$ cat src/design/psc_pkg.sv
// Shared constants and types for the palindromic substring counter.
`timescale 1ns / 1ps

package psc_pkg;

  localparam int unsigned MAX_LEN_DEF = 1024;
  localparam int unsigned BYTE_W      = 8;
  localparam int unsigned TOTAL_W     = 20;
  localparam int unsigned ENDING_W    = 11;

  // Status of the list walker as seen by the control sequencer.
  typedef struct packed {
    logic busy;
    logic done;
  } walk_stat_t;

endpackage

$ cat src/design/psc_walk.sv
// List walker: extends the previous start list into the new one, one entry per cycle.
`timescale 1ns / 1ps

module psc_walk #(
  parameter int unsigned MAX_LEN = psc_pkg::MAX_LEN_DEF
) (
  input  logic                                         clk_i,
  input  logic                                         rst_ni,
  input  logic                                         start_i,
  input  logic [$clog2(MAX_LEN+1)-1:0]                 len_i,
  input  logic [$clog2(MAX_LEN+1)-1:0]                 pos_i,
  input  logic [psc_pkg::BYTE_W-1:0]                   ch_i,
  output logic [((MAX_LEN > 1) ? $clog2(MAX_LEN) : 1)-1:0] old_raddr_o,
  input  logic [((MAX_LEN > 1) ? $clog2(MAX_LEN) : 1)-1:0] old_rdata_i,
  output logic [((MAX_LEN > 1) ? $clog2(MAX_LEN) : 1)-1:0] text_raddr_o,
  input  logic [psc_pkg::BYTE_W-1:0]                   text_rdata_i,
  output logic                                         new_we_o,
  output logic [((MAX_LEN > 1) ? $clog2(MAX_LEN) : 1)-1:0] new_waddr_o,
  output logic [((MAX_LEN > 1) ? $clog2(MAX_LEN) : 1)-1:0] new_wdata_o,
  output logic [$clog2(MAX_LEN+1)-1:0]                 count_o,
  output psc_pkg::walk_stat_t                          stat_o
);

  localparam int unsigned AW = (MAX_LEN > 1) ? $clog2(MAX_LEN) : 1;
  localparam int unsigned CW = $clog2(MAX_LEN + 1);

  typedef enum logic [1:0] {
    W_IDLE,
    W_RUN,
    W_DRAIN
  } wstate_e;

  wstate_e        state_q;
  logic [CW-1:0]  k_q;
  logic [CW-1:0]  count_q;
  logic           vb_q;
  logic           inj_q;
  logic           vc_q;
  logic           done_q;
  logic [AW-1:0]  cand_q;
  logic [AW-1:0]  start_pos;
  logic           hit;
  logic           final_wr;

  // Stage B: the candidate start is either a listed start or, for the
  // injected last entry, the current position (covers the p-1 check).
  always_comb begin
    start_pos    = inj_q ? pos_i[AW-1:0] : old_rdata_i;
    text_raddr_o = start_pos - AW'(1);
    old_raddr_o  = k_q[AW-1:0];
    hit          = vc_q && (text_rdata_i == ch_i);
    final_wr     = (state_q == W_DRAIN) && !vb_q && !vc_q;
    new_we_o     = hit || final_wr;
    new_waddr_o  = count_q[AW-1:0];
    new_wdata_o  = final_wr ? pos_i[AW-1:0] : cand_q;
    count_o      = count_q;
    stat_o.busy  = (state_q != W_IDLE);
    stat_o.done  = done_q;
  end

  always_ff @(posedge clk_i) begin
    cand_q <= start_pos - AW'(1);
  end

  always_ff @(posedge clk_i or negedge rst_ni) begin
    if (!rst_ni) begin
      state_q <= W_IDLE;
      k_q     <= '0;
      count_q <= '0;
      vb_q    <= 1'b0;
      inj_q   <= 1'b0;
      vc_q    <= 1'b0;
      done_q  <= 1'b0;
    end else begin
      done_q <= 1'b0;
      vb_q   <= (state_q == W_RUN);
      inj_q  <= (state_q == W_RUN) && (k_q == len_i);
      vc_q   <= vb_q && (start_pos != '0);
      if (new_we_o) begin
        count_q <= count_q + CW'(1);
      end
      unique case (state_q)
        W_IDLE: begin
          if (start_i) begin
            k_q     <= '0;
            count_q <= '0;
            state_q <= W_RUN;
          end
        end
        W_RUN: begin
          if (k_q == len_i) begin
            state_q <= W_DRAIN;
          end else begin
            k_q <= k_q + CW'(1);
          end
        end
        W_DRAIN: begin
          if (final_wr) begin
            done_q  <= 1'b1;
            state_q <= W_IDLE;
          end
        end
        default: state_q <= W_IDLE;
      endcase
    end
  end

endmodule

$ cat config.mk
export PLATFORM = sky130hd
export DESIGN_NAME = psc_walk
export DESIGN_NICKNAME = d
export VERILOG_FILES = /design/src/design/psc_pkg.sv /design/src/design/psc_walk.sv
export SDC_FILE = /design/constraint.sdc
export NUM_CORES = 1
export LEC_CHECK = 0
export BUFFER_PORTS_ARGS = -buffer_cell sky130_fd_sc_hd__buf_2
export CAP_MARGIN = 5
export CORE_MARGIN = 1
export CORE_UTILIZATION = 43
export CTS_BUF_LIST = sky130_fd_sc_hd__clkbuf_4
export CTS_CLUSTER_DIAMETER = 60
export DETAILED_ROUTE_END_ITERATION = 12
export PLACE_DENSITY_LB_ADDON = 0.15
export REMOVE_ABC_BUFFERS = 1
export SETUP_SLACK_MARGIN = 0.05
export SLEW_MARGIN = 20
export SYNTH_ARGS = -nofsm -noshare
export SYNTH_HDL_FRONTEND = slang
export SYNTH_SLANG_ARGS = --single-unit
$ cat constraint.sdc
create_clock -name clk_i -period 3.6 [get_ports clk_i]
set_clock_uncertainty 0.15 [all_clocks]
set_input_delay 0.72 -clock clk_i [delete_from_list [all_inputs] [get_ports clk_i]]
set_output_delay 0.72 -clock clk_i [all_outputs]
set_load 0.01 [all_outputs]
==> summary.md <==
| Metric | Value |
|---|---|
| Status | `finished, final reports clean` |
| Initial antenna violation count | `0` |
| Net Sw Frac | `34.5%` |
| Drt total wl | `5.34 mm` |
| CP required | `2.73 ns` |
| Cells after synthesis | `250` |
| Non-filler cells, final | `407` |
| Clk network pwr share | `20.1%` |
| Fin Setup TNS | `0 ns` |
| PortBufs | `103` |
| WP data arrival | `2.35 ns` |
| Area of the die | `0.00590 sq mm` |
| Synthesized area | `0.00241 sq mm` |
| Clock Tree Buf Depth | `2` |
| Power share of the sequential group | `49.8%` |
| Maximum vdd drop | `275 uV` |
| Sequential fraction of the synthesis area | `37.4%` |
| Ports | `105` |
| Vias | `2102` |
| Row cnt | `26` |
| Remaining antenna violation count after routing | `0` |
| Max FO, Critical Path | `24` |
| Hold-fix buffers at CTS | `0` |
| Routed length per instance | `13.1 microns` |
| Area growth from synthesis to layout | `20.6%` |
| Synth Register Bits | `38` |
| DRC viols | `0` |
| Slew at the pin closest to its max-slew limit | `0.906 ns` |
| Share of layout cells above drive strength 1 | `39.8%` |
| Achievable Freq | `0.310 GHz` |
| Net Sw Power | `0.000390 W` |
| DR pass1 iterations | `4` |
| Leak | `1.31 nW` |
| TritonCTS clock tree | `done` |
| GP Congestion | `0.761` |
| Worst Hold Class | `in2async` |
| Post-synth cell types | `44` |
| Clk root buf | `clkbuf_4` |
| Post-DP HPWL | `4.01 mm` |
| First-pass GRT wire length | `9.09 mm` |
| RSZ-0062 raised after global routing | `false` |
| Vias/cell | `5.16` |
| Worst-Skew Late Latency | `0.33 ns` |
| Max-slew violations | `0` |
| Total CTS buffers | `5` |
| Post_cts resized | `0` |
| Startpoint Class | `flop` |
| Vias in the first global route | `1978` |
| Placed insts | `399` |
| Hold Vio Cnt, Final | `0` |
| Fill cells | `513` |
| Final Cycle Share | `89.5%` |
| Syn avg cell area | `9.63 sq um` |
| Total gr overflow | `0` |
| Die width | `76.8 microns` |
| Total GRT Usage | `19.1%` |
| Hold Slack | `0.239 ns` |
| Final setup fails | `0` |
| Syn. warnings | `0` |
| Fin util | `55.4%` |
| Maxcap violations | `0` |
| Internal power | `0.000740 W` |
| DR iter-0 viols | `58` |
| Crit. End Element | `output port` |
| Core ar. | `0.00524 sq mm` |
| Clk slew on worst S/H paths | `0.12 ns` |
| Path type of the worst setup path | `reg2out` |
| Register Area | `901 sq um` |
| Largest net degree at the start of global routing | `29` |
| Setup Buffers After CTS | `0` |
| Nets | `390` |
| Slew headroom | `39.2%` |
| Initial core utilization | `46.0%` |
| Combinational Power Share | `30.1%` |
| ANT cells | `0` |
| Fin crit period | `3.22 ns` |
| Area taken by multi-input logic gates | `0.00129 sq mm` |
| Die Ht | `76.8 microns` |
| H-tree lvl count | `2` |
| Clock sink count | `38` |
| PD cells | `389 mW/mm^2` |
## cell usage in the layout (no fill, tap or decap), drive strengths merged, types with 2 or more instances in the layout
cell and instances:
buf 107, dfrtp 28, xnor2 15, a21oi 14, o21ai 13, xor2 13, nand3 12, mux2i 11
nor2 10, mux2 10, dfxtp 10, or3 10, nand2 9, o31ai 9, nor3 7, inv 7
clkbuf 7, nor3b 6, or4 5, nand4 4, nand2b 3, o211ai 3, and3 3, ha 3
o32a 2, or2 2, and2 2, nor4 2
## worst paths after layout
| check | to | from | cells past startpoint | slack [ns] |
|---|---|---|---|---|
| worst max-delay path | text_raddr_o[8] | inj_q$_DFF_PN0_ | 8 | 0.38 |
| worst max register to register | k_q[8]$_DFFE_PN0P_ | k_q[10]$_DFFE_PN0P_ | 5 | 1.33 |
| worst min register to register | vc_q$_DFF_PN0_ | vb_q$_DFF_PN0_ | 1 | 0.40 |
| worst min-delay path | count_o[9]$_DFF_PN0_ | rst_ni | 1 | 0.24 |
| max in group asynchronous | inj_q$_DFF_PN0_ | rst_ni | 1 | 2.63 |
| min in group clk_i | vc_q$_DFF_PN0_ | vb_q$_DFF_PN0_ | 1 | 0.40 |
## state kept, by name, indices dropped and copies added, names as in the netlist
signal	count
done_q	1
vb_q	1
count_o	11
cand_q	10
inj_q	1
k_q	11
state_q	2
vc_q	1
## synthesized netlist by cell type (all sizes together)
master,number,area share (%)
a32o,1,0.42
or3,10,2.8
nor3b,6,2.1
nor3,7,1.5
or4,5,1.6
a22o,1,0.36
nand2b,3,0.78
buf,27,7.9
a31oi,1,0.26
xor2,13,4.7
and2,2,0.52
and3,3,0.78
o21ai,13,2.7
o211ai,3,0.94
a21oi,14,2.9
clkbuf,1,0.16
a221o,1,0.42
nand2,9,1.4
nor2b,1,0.26
o31ai,9,3.0
and4,1,0.47
nor4,2,1.1
o32a,2,0.83
xnor2,15,5.5
inv,7,1.1
nor2,10,1.6
dfxtp,10,8.3
dfrtp,28,29
ha,3,1.6
mux2i,11,4.6
nand4,4,1.3
a21o,1,0.31
or2,2,0.52
o221ai,1,0.36
nand3,12,2.9
o31a,1,0.36
mux2,10,4.7
## power by group through the flow
stage / clock (W) / combinational [W] / sequential (W)
final: 0.000227 / 0.000340 / 0.000562
after floorplan: 0 / 0.000185 / 0.000577
after global routing: 0.000257 / 0.000379 / 0.000578
after global placement: 0 / 0.000336 / 0.000567
after CTS: 0.000241 / 0.000347 / 0.000563
after detailed placement: 0 / 0.000344 / 0.000572
## critical path, cell delays in order, from the launching register on
cell,delay [ns]
dfrtp_1,0.38
buf_4,0.28
mux2i_1,0.22
ha_1,0.19
o21ai_0,0.15
or2_2,0.36
nor2_1,0.14
xnor2_1,0.14
buf_2,0.16
## metal layers
metal  GRT usage (%)  share of wire (%)  vias up
li1                -                  -     1061
met1            24.6                 48      969
met2            32.0                 47       70
met3            3.81                5.2        2
met4            5.77               0.54        0
met5               0                  0        -
## through the flow
stage | power, W | setup WS, ns | area (sq um)
2_1_floorplan | 0.000763 | 0.446 | 2210
4_1_cts | 0.00115 | 0.331 | 2900
3_5_place_dp | 0.000916 | 0.558 | 2850
3_3_place_gp | 0.000904 | 0.562 | 2850
5_1_grt | 0.00121 | 0.184 | 2900
6_report | 0.00113 | 0.377 | 2900
## logic make-up (layout without fill, tap and decap cells)
logic type / count (synthesis) / count (layout) / share of synthesized area (%)
XOR/XNOR: 28 / 28 / 10.2
adder cells (fa/ha/maj): 3 / 3 / 1.56
AO/OA/AOI/OAI: 48 / 48 / 12.9
AND/OR/NAND/NOR: 77 / 77 / 19.5
flip-flops: 38 / 38 / 37.4
multiplexers: 21 / 21 / 9.25
buffers and inverters: 35 / 122 / 9.15
## layout make-up
| type | instances | share of cell area, % |
|---|---|---|
| multi-input cells | 177 | 44.3 |
| clock inverters | 1 | 0.129 |
| clock buffers | 7 | 1.81 |
| inverters | 7 | 0.905 |
| well taps | 70 | 3.02 |
| repair buffers | 107 | 18.8 |
| flip-flops and latches | 38 | 31.0 |
(Power assumes the default switching activity.)
